`config.mk`:
```
export PLATFORM = sky130hd
export DESIGN_NAME = decimated_fir_zero_cross_detector_core
export DESIGN_NICKNAME = d
export VERILOG_FILES = /design/src/rtl/dfzc_pkg.sv /design/src/rtl/dfzc_cfg.sv /design/src/rtl/dfzc_mac.sv /design/src/rtl/decimated_fir_zero_cross_detector_core.sv
export SDC_FILE = /design/constraint.sdc
export NUM_CORES = 1
export LEC_CHECK = 0
export BUFFER_PORTS_ARGS = -buffer_cell sky130_fd_sc_hd__buf_2
export CAP_MARGIN = 0
export CORE_ASPECT_RATIO = 1.5
export CORE_UTILIZATION = 50
export DETAILED_ROUTE_END_ITERATION = 8
export HOLD_SLACK_MARGIN = 0.1
export PLACE_DENSITY_LB_ADDON = 0.3
export RECOVER_POWER = 100
export SYNTH_ARGS = -nofsm -noshare
export SYNTH_HDL_FRONTEND = slang
export SYNTH_SLANG_ARGS = --single-unit
```
`constraint.sdc`:
```
create_clock -name clk -period 6 [get_ports clk]
set_input_delay 0.9 -clock clk [delete_from_list [all_inputs] [get_ports clk]]
set_output_delay 0.9 -clock clk [all_outputs]
set_load 0.01 [all_outputs]
```
`src/rtl/dfzc_pkg.sv`:
```
// shared constants, types and coefficient table for the decimated fir zero crossing detector
`timescale 1ns / 1ps

package dfzc_pkg;

	localparam int FILTER_ORDER = 20;
	localparam int NUM_TAPS     = FILTER_ORDER + 1;
	localparam int SAMPLE_BITS  = 24;
	localparam int COEFF_BITS   = 18;

	localparam int TAP_W = (NUM_TAPS > 1) ? $clog2(NUM_TAPS) : 1;
	localparam int BIT_W = $clog2(COEFF_BITS);
	localparam int ACC_W = SAMPLE_BITS + COEFF_BITS + TAP_W + 1;

	// decimation control
	localparam int DECIM_W     = 7;
	localparam int CNT_W       = 6;
	localparam int MAX_DECIM   = 64;
	localparam int DECIM_RESET = 10;

	// register file
	localparam int ADDR_W = 3;
	localparam int DATA_W = 32;
	localparam logic REG_DECIM = 1'b0;

	typedef enum logic [1:0] {
		ST_IDLE,
		ST_FILT,
		ST_DONE
	} top_state_t;

	typedef enum logic [1:0] {
		MAC_IDLE,
		MAC_RUN,
		MAC_ROUND
	} mac_state_t;

	typedef struct packed {
		logic                          start;
		logic signed [SAMPLE_BITS-1:0] sample;
	} mac_req_t;

	typedef struct packed {
		logic                          done;
		logic signed [SAMPLE_BITS-1:0] y;
	} mac_rsp_t;

	// symmetric low-pass taps, unsigned q0.18, unity dc gain; taps beyond the table are zero
	function automatic logic [31:0] coeff_word(input logic [TAP_W-1:0] idx);
		logic [31:0] w;
		case (idx)
			0:       w = 32'd3457;
			1:       w = 32'd5248;
			2:       w = 32'd7258;
			3:       w = 32'd9405;
			4:       w = 32'd11589;
			5:       w = 32'd13701;
			6:       w = 32'd15626;
			7:       w = 32'd17256;
			8:       w = 32'd18495;
			9:       w = 32'd19270;
			10:      w = 32'd19534;
			11:      w = 32'd19270;
			12:      w = 32'd18495;
			13:      w = 32'd17256;
			14:      w = 32'd15626;
			15:      w = 32'd13701;
			16:      w = 32'd11589;
			17:      w = 32'd9405;
			18:      w = 32'd7258;
			19:      w = 32'd5248;
			20:      w = 32'd3457;
			default: w = 32'd0;
		endcase
		return w;
	endfunction

endpackage

```
`src/rtl/dfzc_cfg.sv`:
```
// apb register block holding the decimation factor
`timescale 1ns / 1ps

module dfzc_cfg import dfzc_pkg::*; (
	input  logic               clk,
	input  logic               arst_n,
	input  logic               psel,
	input  logic               penable,
	input  logic               pwrite,
	input  logic [ADDR_W-1:0]  paddr,
	input  logic [DATA_W-1:0]  pwdata,
	output logic [DATA_W-1:0]  prdata,
	output logic               pready,
	output logic [DECIM_W-1:0] decim
);

	logic [DECIM_W-1:0] decim_q;
	logic               wr_en;

	assign pready = 1'b1;
	assign wr_en  = psel && penable && pwrite && pready;
	assign decim  = decim_q;

	always_ff @(posedge clk or negedge arst_n) begin
		if (!arst_n) begin
			decim_q <= DECIM_W'(DECIM_RESET);
		end else if (wr_en && (paddr[ADDR_W-1] == REG_DECIM)) begin
			decim_q <= pwdata[DECIM_W-1:0];
		end
	end

	always_comb begin
		unique case (paddr[ADDR_W-1])
			REG_DECIM: prdata = DATA_W'(decim_q);
			default:   prdata = '0;
		endcase
	end

endmodule

```
`src/rtl/dfzc_mac.sv`:
```
// tap delay line and bit-serial multiply-accumulate with rounding and saturation
`timescale 1ns / 1ps

module dfzc_mac import dfzc_pkg::*; (
	input  logic     clk,
	input  logic     arst_n,
	input  mac_req_t req,
	output mac_rsp_t rsp
);

	localparam logic [TAP_W-1:0] LAST_TAP = TAP_W'(NUM_TAPS - 1);
	localparam logic [BIT_W-1:0] LAST_BIT = BIT_W'(COEFF_BITS - 1);
	localparam logic signed [ACC_W-1:0] ONE_A    = ACC_W'(1);
	localparam logic signed [ACC_W-1:0] HALF_LSB = ONE_A <<< (COEFF_BITS - 1);
	localparam logic signed [ACC_W-1:0] SAT_HI   = (ONE_A <<< (SAMPLE_BITS - 1)) - ONE_A;
	localparam logic signed [ACC_W-1:0] SAT_LO   = -(ONE_A <<< (SAMPLE_BITS - 1));

	mac_state_t state_q, state_d;

	logic signed [SAMPLE_BITS-1:0] taps_q [NUM_TAPS];
	logic [TAP_W-1:0]              tap_idx_q;
	logic [BIT_W-1:0]              bit_idx_q;
	logic signed [ACC_W-1:0]       acc_q;
	logic                          done_q;
	logic signed [SAMPLE_BITS-1:0] y_q;

	logic [31:0]             coef_word;
	logic [COEFF_BITS-1:0]   coef;
	logic                    cbit;
	logic signed [ACC_W-1:0] term, base, acc_sum, rounded, shifted;
	logic signed [SAMPLE_BITS-1:0] y_sat;
	logic                    load, step, pass_end, finish;

	// one coefficient bit per cycle, msb first; the head tap rotates past once per bit
	always_comb begin
		coef_word = coeff_word(tap_idx_q);
		coef      = coef_word[COEFF_BITS-1:0];
		cbit      = coef[bit_idx_q];
		term      = cbit ? ACC_W'(taps_q[0]) : '0;
		base      = (tap_idx_q == '0) ? (acc_q <<< 1) : acc_q;
		acc_sum   = base + term;
		rounded   = acc_q + HALF_LSB;
		shifted   = rounded >>> COEFF_BITS;
		if (shifted > SAT_HI) begin
			y_sat = SAT_HI[SAMPLE_BITS-1:0];
		end else if (shifted < SAT_LO) begin
			y_sat = SAT_LO[SAMPLE_BITS-1:0];
		end else begin
			y_sat = shifted[SAMPLE_BITS-1:0];
		end
	end

	always_ff @(posedge clk or negedge arst_n) begin
		if (!arst_n) begin
			state_q <= MAC_IDLE;
		end else begin
			state_q <= state_d;
		end
	end

	always_comb begin
		state_d  = state_q;
		load     = 1'b0;
		step     = 1'b0;
		finish   = 1'b0;
		pass_end = (tap_idx_q == LAST_TAP);
		unique case (state_q)
			MAC_IDLE: begin
				if (req.start) begin
					load    = 1'b1;
					state_d = MAC_RUN;
				end
			end
			MAC_RUN: begin
				step = 1'b1;
				if (pass_end && (bit_idx_q == '0)) begin
					state_d = MAC_ROUND;
				end
			end
			MAC_ROUND: begin
				finish  = 1'b1;
				state_d = MAC_IDLE;
			end
			default: state_d = MAC_IDLE;
		endcase
	end

	// delay line: shifts in on a new sample, rotates during the passes
	always_ff @(posedge clk or negedge arst_n) begin
		if (!arst_n) begin
			for (int i = 0; i < NUM_TAPS; i++) begin
				taps_q[i] <= '0;
			end
		end else if (load) begin
			taps_q[0] <= req.sample;
			for (int i = 1; i < NUM_TAPS; i++) begin
				taps_q[i] <= taps_q[i-1];
			end
		end else if (step) begin
			for (int i = 0; i < NUM_TAPS - 1; i++) begin
				taps_q[i] <= taps_q[i+1];
			end
			taps_q[NUM_TAPS-1] <= taps_q[0];
		end
	end

	always_ff @(posedge clk or negedge arst_n) begin
		if (!arst_n) begin
			tap_idx_q <= '0;
			bit_idx_q <= '0;
			done_q    <= 1'b0;
		end else begin
			done_q <= finish;
			if (load) begin
				tap_idx_q <= '0;
				bit_idx_q <= LAST_BIT;
			end else if (step) begin
				if (pass_end) begin
					tap_idx_q <= '0;
					bit_idx_q <= bit_idx_q - BIT_W'(1);
				end else begin
					tap_idx_q <= tap_idx_q + TAP_W'(1);
				end
			end
		end
	end

	always_ff @(posedge clk) begin
		if (load) begin
			acc_q <= '0;
		end else if (step) begin
			acc_q <= acc_sum;
		end
		if (finish) begin
			y_q <= y_sat;
		end
	end

	assign rsp.done = done_q;
	assign rsp.y    = y_q;

endmodule

```
`src/rtl/decimated_fir_zero_cross_detector_core.sv`:
```
// top level: sample decimation, filter control, crossing detection and result register
`timescale 1ns / 1ps

//  channel   | signals                                     | direction
//  ----------+---------------------------------------------+----------
//  in        | in_valid, in_ready, sample                  | request in
//  out       | out_valid, out_ready, filter_ran,           | request out
//            | rising_crossing, filter_out                 |
//  apb       | psel, penable, pwrite, paddr, pwdata,       | register access
//            | prdata, pready                              |
//
// a skipped sample goes from accept through ST_DONE to the output register; a
// filtered one is loaded into the bit-serial mac: 21 taps times 18 coefficient
// bits, one coefficient bit against one tap per cycle, then round and hand-off
// one request is in flight at a time; a finished result waits in the output
// register while the next request is accepted
// reset clears the delay line, the sample count, the previous filtered value
// and sets the decimation factor to 10; a stalled output holds its result

module decimated_fir_zero_cross_detector_core import dfzc_pkg::*; (
	input  logic                          clk,
	input  logic                          arst_n,
	// input requests
	input  logic                          in_valid,
	output logic                          in_ready,
	input  logic signed [SAMPLE_BITS-1:0] sample,
	// result requests
	output logic                          out_valid,
	input  logic                          out_ready,
	output logic                          filter_ran,
	output logic                          rising_crossing,
	output logic signed [SAMPLE_BITS-1:0] filter_out,
	// configuration
	input  logic                          psel,
	input  logic                          penable,
	input  logic                          pwrite,
	input  logic [ADDR_W-1:0]             paddr,
	input  logic [DATA_W-1:0]             pwdata,
	output logic [DATA_W-1:0]             prdata,
	output logic                          pready
);

	top_state_t state_q, state_d;

	logic [DECIM_W-1:0] decim;
	logic [DECIM_W-1:0] limit;
	logic [CNT_W-1:0]   cnt_q;
	logic               hit;
	logic               accept;
	logic               slot_free;
	logic               load_out;

	mac_req_t mac_req;
	mac_rsp_t mac_rsp;

	// previous filtered value and the result waiting for the output register
	logic signed [SAMPLE_BITS-1:0] last_q;
	logic                          pend_ran_q;
	logic                          pend_rise_q;
	logic signed [SAMPLE_BITS-1:0] pend_val_q;

	// output register
	logic                          out_valid_q;
	logic                          filter_ran_q;
	logic                          rising_crossing_q;
	logic signed [SAMPLE_BITS-1:0] filter_out_q;

	dfzc_cfg u_cfg (
		.clk     (clk),
		.arst_n  (arst_n),
		.psel    (psel),
		.penable (penable),
		.pwrite  (pwrite),
		.paddr   (paddr),
		.pwdata  (pwdata),
		.prdata  (prdata),
		.pready  (pready),
		.decim   (decim)
	);

	dfzc_mac u_mac (
		.clk    (clk),
		.arst_n (arst_n),
		.req    (mac_req),
		.rsp    (mac_rsp)
	);

	// zero acts as one, anything above the maximum is clamped
	always_comb begin
		if (decim == '0) begin
			limit = DECIM_W'(1);
		end else if (decim > DECIM_W'(MAX_DECIM)) begin
			limit = DECIM_W'(MAX_DECIM);
		end else begin
			limit = decim;
		end
		hit = ((DECIM_W'(cnt_q) + DECIM_W'(1)) >= limit);
	end

	assign in_ready  = (state_q == ST_IDLE);
	assign accept    = in_valid && in_ready;
	assign slot_free = !out_valid_q || out_ready;

	always_ff @(posedge clk or negedge arst_n) begin
		if (!arst_n) begin
			state_q <= ST_IDLE;
		end else begin
			state_q <= state_d;
		end
	end

	always_comb begin
		state_d        = state_q;
		mac_req.start  = 1'b0;
		mac_req.sample = sample;
		load_out       = 1'b0;
		unique case (state_q)
			ST_IDLE: begin
				if (accept) begin
					if (hit) begin
						// kept sample goes into the filter
						mac_req.start = 1'b1;
						state_d       = ST_FILT;
					end else begin
						state_d = ST_DONE;
					end
				end
			end
			ST_FILT: begin
				if (mac_rsp.done) begin
					state_d = ST_DONE;
				end
			end
			ST_DONE: begin
				if (slot_free) begin
					load_out = 1'b1;
					state_d  = ST_IDLE;
				end
			end
			default: state_d = ST_IDLE;
		endcase
	end

	// sample count and previous filtered value
	always_ff @(posedge clk or negedge arst_n) begin
		if (!arst_n) begin
			cnt_q  <= '0;
			last_q <= '0;
		end else begin
			if (accept) begin
				cnt_q <= hit ? '0 : (cnt_q + CNT_W'(1));
			end
			if (mac_rsp.done) begin
				last_q <= mac_rsp.y;
			end
		end
	end

	// pending result: a skipped sample repeats the previous value
	always_ff @(posedge clk) begin
		if (accept && !hit) begin
			pend_ran_q  <= 1'b0;
			pend_rise_q <= 1'b0;
			pend_val_q  <= last_q;
		end else if (mac_rsp.done) begin
			pend_ran_q  <= 1'b1;
			// negative before, strictly positive now
			pend_rise_q <= last_q[SAMPLE_BITS-1] && !mac_rsp.y[SAMPLE_BITS-1]
				&& (mac_rsp.y != '0);
			pend_val_q  <= mac_rsp.y;
		end
	end

	always_ff @(posedge clk or negedge arst_n) begin
		if (!arst_n) begin
			out_valid_q <= 1'b0;
		end else if (load_out) begin
			out_valid_q <= 1'b1;
		end else if (out_ready) begin
			out_valid_q <= 1'b0;
		end
	end

	always_ff @(posedge clk) begin
		if (load_out) begin
			filter_ran_q      <= pend_ran_q;
			rising_crossing_q <= pend_rise_q;
			filter_out_q      <= pend_val_q;
		end
	end

	assign out_valid       = out_valid_q;
	assign filter_ran      = filter_ran_q;
	assign rising_crossing = rising_crossing_q;
	assign filter_out      = filter_out_q;

endmodule

```
==> results.sh <==
export IMPL_yosys_area_share_simple_pct=5.88
export IMPL_fin_nets=3503
export IMPL_hp_class="flip-flop to flip-flop"
export IMPL_synth_compound_area_share_pct=22.8
export IMPL_startpoint_type="flip-flop"
export IMPL_post_route_util_pct=54.5
export IMPL_drc_errors=0
export IMPL_setup_viol=0
export IMPL_grt_pass1_wl_mm=132
export IMPL_dpl_cell_count=4220
export IMPL_ys_flop_type="dfrtp_1"
export IMPL_initial_utilization_pct=50.6
export IMPL_synth_seq_cells=681
export IMPL_clk_path_buf_depth=3
export IMPL_max_slew_margin_pct=-142
export IMPL_overflow=0
export IMPL_cp_num_buf_inv=1
export IMPL_cp_arrival_ps=6190
export IMPL_fmax_ghz=0.177
export IMPL_vias=27000
export IMPL_drv_slew=958
export IMPL_crit_required_ps=6540
export IMPL_area_growth_pct=7.79
export IMPL_fin_crit_sh_pct=94.1
export IMPL_die_w_um=223
export IMPL_finalSetupTns_ps=0
export IMPL_worstSetupPathType="flip-flop to flip-flop"
export IMPL_syn_cell_area_um2=36700
export IMPL_grt_usage_pct=20.9
export IMPL_outcome="complete, but fails checks"
export IMPL_critPathTopFamily="compound AO/OA/AOI/OAI gates"
export IMPL_synth_xor_area_share_pct=1.58
export IMPL_grtUsageMet3_pct=2.55
export IMPL_pin_count=127
export IMPL_hpwl_mm=47.0
export IMPL_grtUsageMet1_pct=26.8
export IMPL_syn_avg_cell_area_um2=10.5
export IMPL_async_reset_ff_share_pct=81.8
export IMPL_cts_setup_buffers=0
export IMPL_max_stage_delay_ps=2310
export IMPL_wl_mm=78.8
export IMPL_met2_usage_pct=36.4
export IMPL_grt_pass1_vias=25800
export IMPL_drv_cap=13
export IMPL_synthMuxAreaShare_pct=16.4
export IMPL_routabilityCongestion=0.880
export IMPL_top_usage_layer="met2"
export IMPL_cts_tree="done"
export IMPL_cts_hold_repair_buffers=0
export IMPL_diodes=0
export IMPL_die_h_um=334
export IMPL_drt_iter0_drc=2066
export IMPL_critical_path_endpoint_type="flip-flop"
export IMPL_synth_top_family_by_area="compound AO/OA/AOI/OAI gates"
export IMPL_synth_edf_count=74
export IMPL_clk_pin_slew_ps=70
export IMPL_period_minus_slack_ps=5650
export IMPL_rows=121
export IMPL_crit_path_max_fanout=64
export IMPL_io_buffers=73
export IMPL_cts_root_buf="clkbuf_16"
export IMPL_rsz0062_at_grt="no"
export IMPL_nFillCells=6365
export IMPL_total_power_mw=9.22
export IMPL_synthAdderAreaFrac_pct=2.34
export IMPL_fin_skew_ps=20.7
export IMPL_cts_htree_levels=3
export IMPL_ant_nets=0
export IMPL_drt_pre_antenna_iters=5
export IMPL_critPathSlowestCell="a211oi_1"
export IMPL_hold_slack_ps=415
export IMPL_path_cells="nor2b_4, a211oi_1, buf_4, o21ai_0, a21oi_1"
export IMPL_violations="capacitance limit, slew limit"
export IMPL_hold_violations=0
export IMPL_worst_ir_drop_vdd_v=0.000186
export IMPL_yosysWarnings=0
export IMPL_syn_inst=3477
export IMPL_p_leak_nw=19.7
export IMPL_antenna_found_initial=1
export IMPL_wl_per_cell_um=18.1
export IMPL_yosysSeqAreaShare_pct=46.8
export IMPL_core_area_um2=72500
export IMPL_fin_cells=4343
export IMPL_clkLatencyLatePin_ps=620
export IMPL_tightest_slew_ps=3630
export IMPL_drive_above_1_share_pct=9.03
export IMPL_power_density_nw_per_um2=233
export IMPL_die_area_um2=74400
export IMPL_grt_max_degree=236
export IMPL_numCtsBuffers=69
export IMPL_synthDistinctLibCells=81
export IMPL_routed_via_density=6.21
export IMPL_clock_sinks=681
-- layout make-up --
type	instances	area, um2	area share (%)
clock inverters	33	393	0.994
flip-flops and latches	681	17200	43.4
clock buffers	90	1900	4.80
multi-input cells	2472	18100	45.7
repair buffers	122	751	1.90
inverters	23	86.3	0.218
well taps	922	1150	2.92
-- metal layers --
layer,share of wire [%],vias to the layer above
met3,2.9,134
met1,44,13500
met4,2.6,0
li1,-,12900
met5,0,-
met2,51,426
-- through the flow --
step                      area, um2  setup WS [ps]
after floorplan               36800            218
after global placement        37400            382
after detailed placement      37400            300
after CTS                     39700            240
after global routing          39500           29.8
final                         39500            352
-- synthesized netlist by cell type (all sizes together) (34+ instances only) --
master | n | area, um2
o21ai | 576 | 2880
mux2 | 102 | 1150
nor2 | 64 | 240
buf | 102 | 607
mux2i | 485 | 4850
ha | 67 | 838
xnor2 | 34 | 298
clkbuf | 223 | 837
a21oi | 83 | 415
dfrtp | 555 | 13900
edfxtp | 74 | 2220
nand2 | 115 | 432
nand3 | 44 | 220
dfxtp | 50 | 1000
a22oi | 482 | 3620
-- cells in the final DEF (no fill, tap or decap), types with 44 or more instances in the layout --
master and count:
mux2_2 102, dfxtp_1 50, edfxtp_1 74, mux2i_1 485, a22oi_1 482, o21ai_0 576, a21oi_1 83, clkbuf_16 70
ha_1 67, nor2_1 64, nand3_1 44, clkbuf_1 57, nand2_1 115, dfrtp_1 553
-- power by group --
group	switching (mW)	total [mW]	internal (mW)	leakage [nW]
logic	0.118	0.159	0.0412	12.3
clock network	1.87	4.39	2.52	1.13
registers	0.0103	4.67	4.66	6.26
total	2.00	9.22	7.22	19.7
-- registers in the layout, summed over array words and instances, names as in the netlist, 2 cells and up --
register         flops
u_mac.taps_q       504
u_mac.acc_q         48
filter_out          24
last_q              24
pend_val_q          24
u_mac.y_q           24
u_cfg.decim          7
cnt_q                6
u_mac.bit_idx_q      5
u_mac.tap_idx_q      5
state_q              2
u_mac.state_q        2
-- final timing paths --
| check | start | endpoint | slack (ps) | cells after the start |
|---|---|---|---|---|
| setup reg to reg | u_mac.state_q[1]$_DFFE_PN0P_ | u_mac.tap_idx_q[4]$_DFFE_PN0P_ | 350 | 5 |
| hold / removal | pend_val_q[11]$_DFFE_PP_ | filter_out[11]$_DFFE_PP_ | 410 | 0 |
| hold reg to reg | pend_val_q[11]$_DFFE_PP_ | filter_out[11]$_DFFE_PP_ | 410 | 0 |
| setup / recovery | u_mac.state_q[1]$_DFFE_PN0P_ | u_mac.tap_idx_q[4]$_DFFE_PN0P_ | 350 | 5 |
| max in group asynchronous | arst_n | u_mac.taps_q[189]$_DFFE_PN0P_ | 1160 | 2 |
| min in group asynchronous | arst_n | last_q[9]$_DFFE_PN0P_ | 1150 | 1 |
-- cells by family after synthesis --
kind of cell,Yosys count
compound gates,1313
flops,681
mux,588
simple gates,411
buf+inv,348
fa+ha+maj,68
xor+xnor,66
other cells,2
-- timing repair --
item	CTS	global route
endpoints found under the setup margin	0	8
hold endpoints to repair	0	0
gates resized for setup	0	5
(Power assumes the default switching activity.)
